**src/rtl/mft_pkg.sv**
```systemverilog
// Types and constants of the Manchester frame transmitter.
package mft_pkg;

	localparam int FRAME_BITS = 32;

	localparam logic KIND_TICK = 1'b0;
	localparam logic KIND_SEND = 1'b1;

	typedef struct packed {
		logic        kind;
		logic [2:0]  msg_type;
		logic [7:0]  data_id;
		logic [15:0] data_value;
	} item_t;

	typedef struct packed {
		logic line_level;
		logic busy_res;
		logic accepted;
		logic frame_end;
	} res_t;

endpackage

```
**src/rtl/mft_encoder.sv**
```systemverilog
// Frame state, frame word builder and half-bit line encoder.
module mft_encoder #(
	parameter int GUARD_HALF_BITS = 6
) (
	input  logic          clk,
	input  logic          arst_n,
	input  logic          step,
	input  mft_pkg::item_t item,
	output mft_pkg::res_t  res
);

	localparam int TOTAL = 2 * GUARD_HALF_BITS + 2 * mft_pkg::FRAME_BITS;
	localparam int POS_W = $clog2(TOTAL);
	localparam logic [POS_W-1:0] GUARD_P = POS_W'(GUARD_HALF_BITS);
	localparam logic [POS_W-1:0] DATA_HB = POS_W'(2 * mft_pkg::FRAME_BITS);
	localparam logic [POS_W-1:0] LAST_P = POS_W'(TOTAL - 1);

	logic [mft_pkg::FRAME_BITS-1:0] frame_q;
	logic [POS_W-1:0]               pos_q;
	logic                           sending_q;
	logic                           last_level_q;

	logic [mft_pkg::FRAME_BITS-1:0] frame_d;
	logic [POS_W-1:0]               pos_d;
	logic                           sending_d;
	logic                           last_level_d;
	logic [POS_W-1:0]               j;
	logic                           data_phase;
	logic                           tick_level;
	logic [27:0]                    upper;

	assign upper = {1'b1, item.msg_type, item.data_id, item.data_value};
	assign j = pos_q - GUARD_P;
	assign data_phase = (pos_q >= GUARD_P) && (j < DATA_HB);
	assign tick_level = data_phase ? (frame_q[~j[5:1]] ^ j[0]) : 1'b1;

	always_comb begin
		frame_d = frame_q;
		pos_d = pos_q;
		sending_d = sending_q;
		last_level_d = last_level_q;
		res.line_level = 1'b1;
		res.accepted = 1'b0;
		res.frame_end = 1'b0;
		if (item.kind == mft_pkg::KIND_SEND) begin
			if (!sending_q) begin
				frame_d = {upper, 3'b000, ^upper};
				pos_d = '0;
				sending_d = 1'b1;
				last_level_d = 1'b1;
				res.accepted = 1'b1;
			end else begin
				res.line_level = last_level_q;
			end
		end else if (sending_q) begin
			res.line_level = tick_level;
			last_level_d = tick_level;
			if (pos_q >= LAST_P) begin
				res.frame_end = 1'b1;
				sending_d = 1'b0;
				pos_d = '0;
			end else begin
				pos_d = pos_q + POS_W'(1);
			end
		end
		res.busy_res = sending_d;
	end

	always_ff @(posedge clk or negedge arst_n) begin
		if (!arst_n) begin
			frame_q <= '0;
			pos_q <= '0;
			sending_q <= 1'b0;
			last_level_q <= 1'b1;
		end else if (step) begin
			frame_q <= frame_d;
			pos_q <= pos_d;
			sending_q <= sending_d;
			last_level_q <= last_level_d;
		end
	end

endmodule

```
**src/rtl/manchester_frame_transmitter.sv**
```systemverilog
// Top level of the Manchester frame transmitter with input and result registers.
//  channel | direction | handshake             | payload
//  req     | in        | req_valid, req_stall  | kind, msg_type, data_id, data_value
//  res     | out       | res_valid, res_stall  | line_level, busy_res, accepted, frame_end
// One transaction is taken per cycle while req_stall is low, and its result is registered.
// The frame state advances when the input register hands its item to the result register.
// A stall on the result side holds both registers and raises req_stall once they are full.
// Reset clears the frame state and both valid flags; the first frame starts from a high line.
module manchester_frame_transmitter #(
	parameter int GUARD_HALF_BITS = 6
) (
	input  logic        clk,
	input  logic        arst_n,
	input  logic        req_valid,
	output logic        req_stall,
	input  logic        kind,
	input  logic [2:0]  msg_type,
	input  logic [7:0]  data_id,
	input  logic [15:0] data_value,
	output logic        res_valid,
	input  logic        res_stall,
	output logic        line_level,
	output logic        busy_res,
	output logic        accepted,
	output logic        frame_end
);

	mft_pkg::item_t item_s1;
	logic           valid_s1;
	mft_pkg::res_t  res_comb;
	mft_pkg::res_t  res_s2;
	logic           valid_s2;
	logic           advance;

	assign advance = valid_s1 && (!valid_s2 || !res_stall);
	assign req_stall = valid_s1 && !advance;

	always_ff @(posedge clk or negedge arst_n) begin
		if (!arst_n) begin
			valid_s1 <= 1'b0;
		end else if (!req_stall) begin
			valid_s1 <= req_valid;
		end
	end

	always_ff @(posedge clk) begin
		if (req_valid && !req_stall) begin
			item_s1 <= '{kind: kind, msg_type: msg_type, data_id: data_id,
				data_value: data_value};
		end
	end

	mft_encoder #(
		.GUARD_HALF_BITS(GUARD_HALF_BITS)
	) u_encoder (
		.clk   (clk),
		.arst_n(arst_n),
		.step  (advance),
		.item  (item_s1),
		.res   (res_comb)
	);

	always_ff @(posedge clk or negedge arst_n) begin
		if (!arst_n) begin
			valid_s2 <= 1'b0;
		end else if (!valid_s2 || !res_stall) begin
			valid_s2 <= valid_s1;
		end
	end

	always_ff @(posedge clk) begin
		if (advance) begin
			res_s2 <= res_comb;
		end
	end

	assign res_valid = valid_s2;
	assign line_level = res_s2.line_level;
	assign busy_res = res_s2.busy_res;
	assign accepted = res_s2.accepted;
	assign frame_end = res_s2.frame_end;

endmodule

```
**config.mk**
```make
export PLATFORM = sky130hd
export DESIGN_NAME = manchester_frame_transmitter
export DESIGN_NICKNAME = d
export VERILOG_FILES = /design/src/rtl/mft_pkg.sv /design/src/rtl/mft_encoder.sv /design/src/rtl/manchester_frame_transmitter.sv
export SDC_FILE = /design/constraint.sdc
export NUM_CORES = 1
export LEC_CHECK = 0
export BUFFER_PORTS_ARGS = -buffer_cell sky130_fd_sc_hd__buf_2
export CAP_MARGIN = 15
export CORE_MARGIN = 2
export CORE_UTILIZATION = 62
export DETAILED_ROUTE_END_ITERATION = 6
export GPL_ROUTABILITY_DRIVEN = 1
export PLACE_DENSITY = 0.84
export SYNTH_ARGS = -nofsm -noshare
export SYNTH_HDL_FRONTEND = slang
export SYNTH_HIERARCHICAL = 1
export SYNTH_SLANG_ARGS = --single-unit
```
**constraint.sdc**
```tcl
create_clock -name clk -period 5.2 [get_ports clk]
set_input_delay 0.52 -clock clk [delete_from_list [all_inputs] [get_ports clk]]
set_output_delay 0.52 -clock clk [all_outputs]
set_load 0.1 [all_outputs]
```
# After elaboration in Yosys (flattened, before gate mapping)
# Cells that the tools add are included.
# Widths: inputs -> output; s select.
[word_totals]
register_bits = 72
output_inout_bits = 6
[classes]
n_addsub = 2
magnitude_cmp = 4
eq_ne = 1
muxes = 17
bitwise = 3
reduce_logical = 15
[op_table]
columns = ["operator", "n"]
rows = [
  ["$mux 7", 4],
  ["$reduce_xor 28->1", 1],
  ["$mux 1", 12],
  ["$add 7x1->7 const B", 1],
  ["$ge 7x3->1 const B", 1],
  ["$ge 7x7->1 const B", 1],
  ["$lt 7x7->1 const B", 1],
  ["$sub 7x3->7 const B", 1],
  ["$lt 5x6->1 const B", 1],
  ["$reduce_and 3->1", 2],
  ["$bmux 1 s5", 1],
  ["$not 5->5", 1],
  ["$logic_and 1x1->1", 4],
  ["$logic_not 1->1", 4],
  ["$ne 2x2->1 const B", 1],
  ["$reduce_and 2->1", 1],
  ["$reduce_bool 2->1", 1],
  ["$reduce_or 2->1", 1],
  ["$logic_or 1x1->1", 1],
  ["$not 1->1", 1],
  ["$xor 1x1->1", 1],
]

# Longest topological paths before layout
# Gate-level depths: netlist (run 1).
[logic_depth]
ltp_word = 8
mapped_depth = 9
depth_no_buf = 8

# Cells and area by module
# The synthesis (run 1) kept the hierarchy.
[by_module_without_submodules]
columns = ["mod", "instances", "cells_per_inst", "area_each_um2"]
rows = [
  ["mft_encoder", 1, 189, 2273.4],
  ["manchester_frame_transmitter", 1, 40, 1053.5],
]

# Worst setup path before layout (run 1)
# OpenSTA, ideal clock, no wires.
[synth_timing]
kind = "register to register"
from = "register u_encoder.pos_q[2]"
to = "register res_s2 (netlist bit line_level), data pin"
setup_time_ns = 0.255
t_arrival_ns = 2.315
slack_ns = 2.629
path_stages_with_launch = 8
period_less_slack_ns = 2.571
cell_sequence = "dfrtp_1 ha_1 xnor2_4 mux4_1 mux4_2 nand2_2 mux2i_1 nor2_1"
[synth_rtl]
columns = ["element", "line_no", "text"]
rows = [
  ["from (decl)", "mft_encoder.sv:19", "logic [POS_W-1:0] pos_q;"],
  ["from (signal assigned)", "mft_encoder.sv:77", "pos_q <= pos_d;"],
  ["to (signal assigned)", "manchester_frame_transmitter.sv:73", "res_s2 <= res_comb;"],
  ["to (decl)", "manchester_frame_transmitter.sv:31", "mft_pkg::res_t res_s2;"],
]

==> qor.yml, run 1 <==
run_status:
  status: "complete, no violations"
sta:
  finalSetupViolations: 0
  final-hold-violation-count: 0
  drv_slew: 0
  tns_ns: 0
  finClkSkew_ns: 0.003842
  slew_headroom: 0.2615
  rsz0062_at_grt: "false"
  max_freq_mhz: 342.2
  timing.final.crit_share: 0.5620
  worstMarginPinSlew_ns: 1.098
  period_needed_ns: 2.922
detailed_routing:
  via_per_inst: 5.599
  drt_pass1_iterations: 4
  top_layer: "met4"
  postRouteAntennaNets: 0
  wl_met3_um: 243
  drtIter0Drc: 115
  wl_per_cell_um: 16.00
  m1WireLength_um: 2434
  wl_met2_um: 2730
  vias: 1926
  remaining_drc_errors: 0
  drt_wl_total_um: 5503
die:
  fp-row-count: 26
  die_y_um: 77.26
  io_pins: 38
  initial_core_util: 0.6473
  core-area_sq_um: 5140
  die_w_um: 77.26
  dieArea_sq_um: 5968
global_route:
  grt_max_degree: 41
  grt_pass1_wl_um: 9480
  grt.total_usage: 0.2076
  overflow: 0
  antenna_found_initial: 0
  grt_pass1_vias: 1991
cts:
  cts-hold-fix-buffers: 0
  cts_num_sinks: 72
  htreeDepth: 3
  cts_buffer_depth: 2
  postCtsSetupBuffers: 0
  root_buffer: "clkbuf_8"
  cts_buffers: 9
  ctsResizeCount: 0
  cts_tree: "built"
  clkTransAtPathRegs_ns: 0.07
  worstSkewPairLatency_ns: 0.33
setup_path:
  crit_family: "multiplexers"
  cp_num_buf_inv: 0
  critPathMaxStageDelay_ns: 0.61
  crit_slowest_cell: "mux4_1"
  cp_data_arrival_time_ns: 3.02
  cp_max_fo: 13
  cp.required_ns: 5.29
  cp-end-kind: "register"
  worstPathCellList: "ha_1 > xnor2_4 > mux4_1 > mux4_2 > nand2_2 > mux2i_1 > nor2_1"
  path_class: "register to register"
  cp-start-kind: "register"
synthesis:
  mappedNetlistNets: 267
  synth.most_common_cell: "dfrtp_1"
  yosys.area.top_type: "dfrtp_1"
  synthCells: 229
  ys_ff_latch: 72
  synth_cell_types: 42
  synth_area_sq_um: 3327
  ys_warn_count: 6
  synth_common_cells: "dfrtp_1 (39), edfxtp_1 (32), mux2_2 (28)"
  synth_edf_count: 32
  synth_top_area_frac: 0.2933
  syn_avg_cell_area_sq_um: 14.53
  async_flop_share: 0.5556
  synth.area.top_cells: "dfrtp_1 (29%), edfxtp_1 (29%), mux2_2 (9.5%)"
  yosysSeqAreaShare: 0.5901
  synth_flop_cell: "dfrtp_1"
final_layout:
  final_cells: 344
  insertedDiodeCount: 0
  layout-drive-gt1-share: 0.3358
  area_growth_pct: 13.65
  num-nets-final: 307
placement:
  port_buffers: 37
  dp_cells: 327
  dpl.hpwl_um: 3945
  place_congestion: 0.8435
power_and_ir_drop:
  p_leak_uw: 0.001608
  p_per_area_nw_per_um2: 397.6
  ir_worst_vdd_uv: 280.1
hold_path:
  min_path_type: "primary input to asynchronous set/reset pin"
flow_run:
  cap_violations: 0
## cells in the final DEF, fill, tap and decap left out, types with 2 or more instances in the layout
cell type   instances
nor3_1              4
clkinvlp_4          2
mux2_2             28
and2_1              3
a211oi_1            3
clkbuf_8           10
nor2b_1             3
xnor2_1            26
mux2i_1             4
nand2b_1            2
buf_2              37
nand2_1             7
ha_1                6
a21oi_1             5
nor2_1              9
mux4_1              4
a22o_1              2
inv_1               6
o311ai_0            2
edfxtp_1           32
o21ai_0             3
nand3_1             6
xor2_1              6
mux4_2              3
dfrtp_1            39
## area by class of cell
| type | count | area, sq um |
|---|---|---|
| clock buffer | 10 | 137.6 |
| clock inverter | 6 | 67.56 |
| fill | 353 | 1359 |
| inverter | 6 | 22.52 |
| multi-input combinational | 141 | 1282 |
| sequential | 72 | 1963 |
| tap | 70 | 87.58 |
| timing repair buffer | 39 | 220.2 |
## state kept, by name (all words and copies together) (netlist names)
signal and flops:
u_encoder/frame_q 29, item_s1 28, u_encoder/pos_q 7, accepted 1
busy_res 1, frame_end 1, line_level 1, res_valid 1
u_encoder/last_level_q 1, u_encoder/sending_q 1, valid_s1 1
## cells by family (layout without fill, tap and decap cells)
group	count (synthesis)	count (layout)	share of synthesized area
flops	72	72	0.5901
simple gates	40	40	0.06244
mux	40	40	0.1621
buf+inv	16	61	0.02445
xor+xnor	33	33	0.09252
fa+ha+maj	6	6	0.02256
compound gates	22	22	0.04589
## per-stage QoR
stage | power, uW | hold WS, ns | setup WS, ns | area [sq um] | util
finish | 1504 | 0.2990 | 2.278 | 3781 | 0.7356
global route | 1578 | 0.3350 | 2.139 | 3781 | 0.7356
CTS | 1511 | 0.3346 | 2.267 | 3754 | 0.7303
detailed placement | 1070 | 0.4879 | 2.268 | 3548 | 0.6904
global placement | 1048 | 0.4598 | 2.376 | 3548 | 0.6904
floorplan | 990.3 | 0.2244 | 2.629 | 3327 | -
## metal layers
metal | global-route usage | up-vias
li1 | - | 914
met4 | 0.07679 | 0
met3 | 0.05765 | 8
met5 | 0 | -
met2 | 0.3348 | 50
met1 | 0.2706 | 954
## worst paths after layout
| check | startpoint | end | slack [ns] | cells past startpoint |
|---|---|---|---|---|
| max reg2reg | u_encoder/pos_q[1]$_DFFE_PN0P_ | line_level$_DFFE_PP_ | 2.28 | 7 |
| max in group asynchronous | arst_n | u_encoder/pos_q[3]$_DFFE_PN0P_ | 4.34 | 1 |
| min | arst_n | valid_s1$_DFFE_PN0N_ | 0.30 | 1 |
| min in group clk | data_value[8] | item_s1[8]$_DFFE_PP_ | 0.35 | 1 |
| min reg2reg | valid_s1$_DFFE_PN0N_ | res_valid$_DFFE_PN0P_ | 0.50 | 1 |
| max | u_encoder/pos_q[1]$_DFFE_PN0P_ | line_level$_DFFE_PP_ | 2.28 | 7 |
## report_power, final
group	switching [uW]	internal (uW)	leakage, uW
Sequential	78.2	685	0.000800
Combinational	130	169	0.000709
Clock	205	236	0.0000989
Note: power is estimated with default switching activity, not from simulation.
==> run 2: changes to the inputs <==
--- a/config.mk
+++ b/config.mk
@@ -5,13 +5,14 @@
 export SDC_FILE = /design/constraint.sdc
 export NUM_CORES = 1
 export LEC_CHECK = 0
+export ABC_AREA = 1
 export BUFFER_PORTS_ARGS = -buffer_cell sky130_fd_sc_hd__buf_2
 export CAP_MARGIN = 15
 export CORE_MARGIN = 2
-export CORE_UTILIZATION = 62
+export CORE_UTILIZATION = 53
 export DETAILED_ROUTE_END_ITERATION = 6
 export GPL_ROUTABILITY_DRIVEN = 1
-export PLACE_DENSITY = 0.84
+export PLACE_DENSITY = 0.76
 export SYNTH_ARGS = -nofsm -noshare
 export SYNTH_HDL_FRONTEND = slang
 export SYNTH_HIERARCHICAL = 1
==> constraint.sdc (replaced) <==
create_clock -name clk -period 2.6 [get_ports clk]
set_input_delay 0.26 -clock clk [delete_from_list [all_inputs] [get_ports clk]]
set_output_delay 0.26 -clock clk [all_outputs]
set_load 0.1 [all_outputs]
==> qor.yml, run 2 <==
run_status:
  status: "complete, no violations"  # unchanged
setup_path:
  rrSetupSlack_ns: 0.51  # was 2.28 ns
  cp-end-kind: "register"  # unchanged
  path_class: "register to register"  # unchanged
  cp_max_fo: 8  # was 13
  cp-start-kind: "register"  # unchanged
  cp.required_ns: 2.70  # was 5.29 ns
  cp_data_arrival_time_ns: 2.19  # was 3.02 ns
die:
  core-area_sq_um: 6350  # was 5140 sq um
  initial_core_util: 0.5466  # was 0.6473
  die_w_um: 84.93  # was 77.26 um
  io_pins: 38  # unchanged
  die_y_um: 84.93  # was 77.26 um
  dieArea_sq_um: 7212  # was 5968 sq um
  fp-row-count: 29  # was 26
placement:
  place_congestion: 0.8213  # was 0.8435
  place_area_sq_um: 3712  # was 3548 sq um
  dpl.hpwl_um: 4184  # was 3945 um
  port_buffers: 37  # unchanged
global_route:
  grtUsageMet1: 0.2255  # was 0.2706
  grt_pass1_wl_um: 10470  # was 9480 um
  grt_pass1_vias: 2472  # was 1991
  gr-max-usage-layer: "met2"  # unchanged
  overflow: 0  # unchanged
  antenna_found_initial: 0  # unchanged
  grt_util_met2: 0.3099  # was 0.3348
  grt_max_degree: 41  # unchanged
  grt.total_usage: 0.1842  # was 0.2076
  met3_usage: 0.04475  # was 0.05765
cts:
  clkTransAtPathRegs_ns: 0.07  # about the same
  cts-hold-fix-buffers: 0  # unchanged
  postCtsSetupBuffers: 0  # unchanged
  cts_num_sinks: 72  # unchanged
  cts_buffer_depth: 2  # unchanged
  cts_tree: "built"  # unchanged
  root_buffer: "clkbuf_8"  # unchanged
  htreeDepth: 3  # unchanged
  worstSkewPairLatency_ns: 0.34  # was 0.33 ns
  cts_buffers: 9  # unchanged
  ctsResizeCount: 0  # unchanged
synthesis:
  synthCells: 359  # was 229
  synth_cell_types: 34  # was 42
  synth.most_common_cell: "nand2_1"  # was dfrtp_1
  synth_common_cells: "nand2_1 (128), dfrtp_1 (39), edfxtp_1 (32)"  # was dfrtp_1 (39), edfxtp_1 (32), mux2_2 (28)
  async_flop_share: 0.5556  # unchanged
  ys_warn_count: 6  # unchanged
  yosysSeqAreaShare: 0.5656  # was 0.5901
  mappedNetlistNets: 397  # was 267
  ys_ff_latch: 72  # unchanged
  synth_top_area_frac: 0.2812  # was 0.2933
  synth.area.top_cells: "dfrtp_1 (28%), edfxtp_1 (28%), nand2_1 (14%)"  # was dfrtp_1 (29%), edfxtp_1 (29%), mux2_2 (9.5%)
  yosys.area.top_type: "dfrtp_1"  # unchanged
  syn_avg_cell_area_sq_um: 9.668  # was 14.53 sq um
  synth_area_sq_um: 3471  # was 3327 sq um
  synth_edf_count: 32  # unchanged
  synth_flop_cell: "dfrtp_1"  # unchanged
power_and_ir_drop:
  ir_worst_vdd_uv: 385.2  # was 280.1 uV
  p_per_area_nw_per_um2: 699.5  # was 397.6 nW/um^2
  total_power_uw: 2731  # was 1504 uW
  p_leak_uw: 0.001837  # was 0.001608 uW
sta:
  finalSetupViolations: 0  # unchanged
  final-hold-violation-count: 0  # unchanged
  tns_ns: 0  # unchanged
  period_needed_ns: 2.088  # was 2.922 ns
  rsz0062_at_grt: "false"  # unchanged
  drv_slew: 0  # unchanged
  slew_headroom: 0.4045  # was 0.2615
  timing.final.crit_share: 0.8031  # was 0.5620
  max_freq_mhz: 478.9  # was 342.2 MHz
  finClkSkew_ns: 0.009305  # was 0.003842 ns
  worstMarginPinSlew_ns: 0.8933  # was 1.098 ns
final_layout:
  final_common_cell: "nand2_1"  # was dfrtp_1
  largest_register_ffs: 29  # unchanged
  design_area_sq_um: 3904  # was 3781 sq um
  num-nets-final: 440  # was 307
  largest_register: "u_encoder/frame_q"  # unchanged
  insertedDiodeCount: 0  # unchanged
  mostFrequentLayoutCells: "nand2_1 (128), dfrtp_1 (39), buf_2 (37), edfxtp_1 (32), nand3_1 (30)"  # was dfrtp_1 (39), buf_2 (37), edfxtp_1 (32), mux2_2 (28), xnor2_1 (26)
  reg.largest.list: "u_encoder/frame_q x29, item_s1 x28, u_encoder/pos_q x7"  # unchanged
  area_growth_pct: 12.47  # was 13.65%
  layout-drive-gt1-share: 0.2064  # was 0.3358
detailed_routing:
  remaining_drc_errors: 0  # unchanged
  drt_pass1_iterations: 4  # unchanged
  postRouteAntennaNets: 0  # unchanged
  wl_per_cell_um: 12.46  # was 16.00 um
  drt_wl_total_um: 6031  # was 5503 um
  drtIter0Drc: 91  # was 115
  via_per_inst: 5.103  # was 5.599
  vias: 2470  # was 1926
hold_path:
  min_path_type: "primary input to asynchronous set/reset pin"  # unchanged
flow_run:
  cap_violations: 0  # unchanged
run 2: cell count changes after synthesis, sizes merged, moves of 5 or more:
cell / before / now
inv: 6 / 29
mux2: 29 / 0
mux4: 7 / 0
nand2: 8 / 139
nand3: 7 / 36
o21ai: 3 / 8
xnor2: 27 / 19
run 2: cell families after synthesis:
logic type                 count (synthesis)  synth area share
buffers and inverters                     39           0.05660
DFF                                       72            0.5656
AOI/OAI and AO/OA                         19           0.03101
adders and majority gates                  6           0.02163
xor gates and xnor gates                  29           0.07751
and+or+nand+nor                          194            0.2477
run 2: metal layers:
| layer | vias to the layer above | routed length (um) |
|---|---|---|
| li1 | 1236 | - |
| met2 | 58 | 2996 |
| met3 | 8 | 261 |
| met5 | - | 0 |
| met1 | 1168 | 2694 |
| met4 | 0 | 80 |
run 2: path summary, 6_finish.rpt:
path | from | to | depth (start not counted)
setup / recovery | u_encoder/pos_q[2]$_DFFE_PN0P_ | line_level$_DFFE_PP_ | 13
hold / removal | arst_n | u_encoder/pos_q[5]$_DFFE_PN0P_ | 1
setup reg to reg | u_encoder/pos_q[2]$_DFFE_PN0P_ | line_level$_DFFE_PP_ | 13
hold reg to reg | u_encoder/frame_q[31]$_DFFE_PN0P_ | u_encoder/frame_q[31]$_DFFE_PN0P_ | 1
max in group asynchronous | arst_n | u_encoder/frame_q[10]$_DFFE_PN0P_ | 1
min in group clk | data_id[7] | item_s1[23]$_DFFE_PP_ | 1
run 2: area by class of cell:
| cell class | count | area, sq um |
|---|---|---|
| fill | 501 | 2446 |
| multi-input combinational | 248 | 1314 |
| sequential | 72 | 1963 |
| clock buffer | 13 | 148.9 |
| tap | 77 | 96.34 |
| timing repair buffer | 42 | 222.7 |
| clock inverter | 3 | 42.54 |
| inverter | 29 | 116.4 |
run 2: report_power, final:
group          internal [uW]  switching [uW]  leakage [uW]
registers               1250            50.9      0.000825
clock network            469             384     0.0000936
logic                    213             362      0.000919
total                   1930             797       0.00184
run 2: metrics by stage:
step / instances / setup slack, ns / hold WS, ns / utilization
final: 484 / 0.5121 / 0.04870 / 0.6148
after global routing: 484 / 0.3050 / 0.07804 / 0.6148
after CTS: 484 / 0.5102 / 0.06640 / 0.6148
after detailed placement: 468 / 0.5202 / 0.4343 / 0.5846
after global placement: 468 / 0.5877 / 0.4264 / 0.5846
after floorplan: 359 / 0.3145 / -0.03559 / -
run 2: worst max-delay path, cell delays in order, from the launching register on:
cell and delay, ns:
dfrtp_1 0.46, inv_1 0.09, ha_1 0.45, inv_2 0.13, nand3_1 0.12, nor2_2 0.05
nor2_1 0.09, nand2_1 0.07, nand3_2 0.09, nand2_1 0.06, nand2_1 0.06, nand3_2 0.06
nand2_2 0.08, nand2_1 0.05
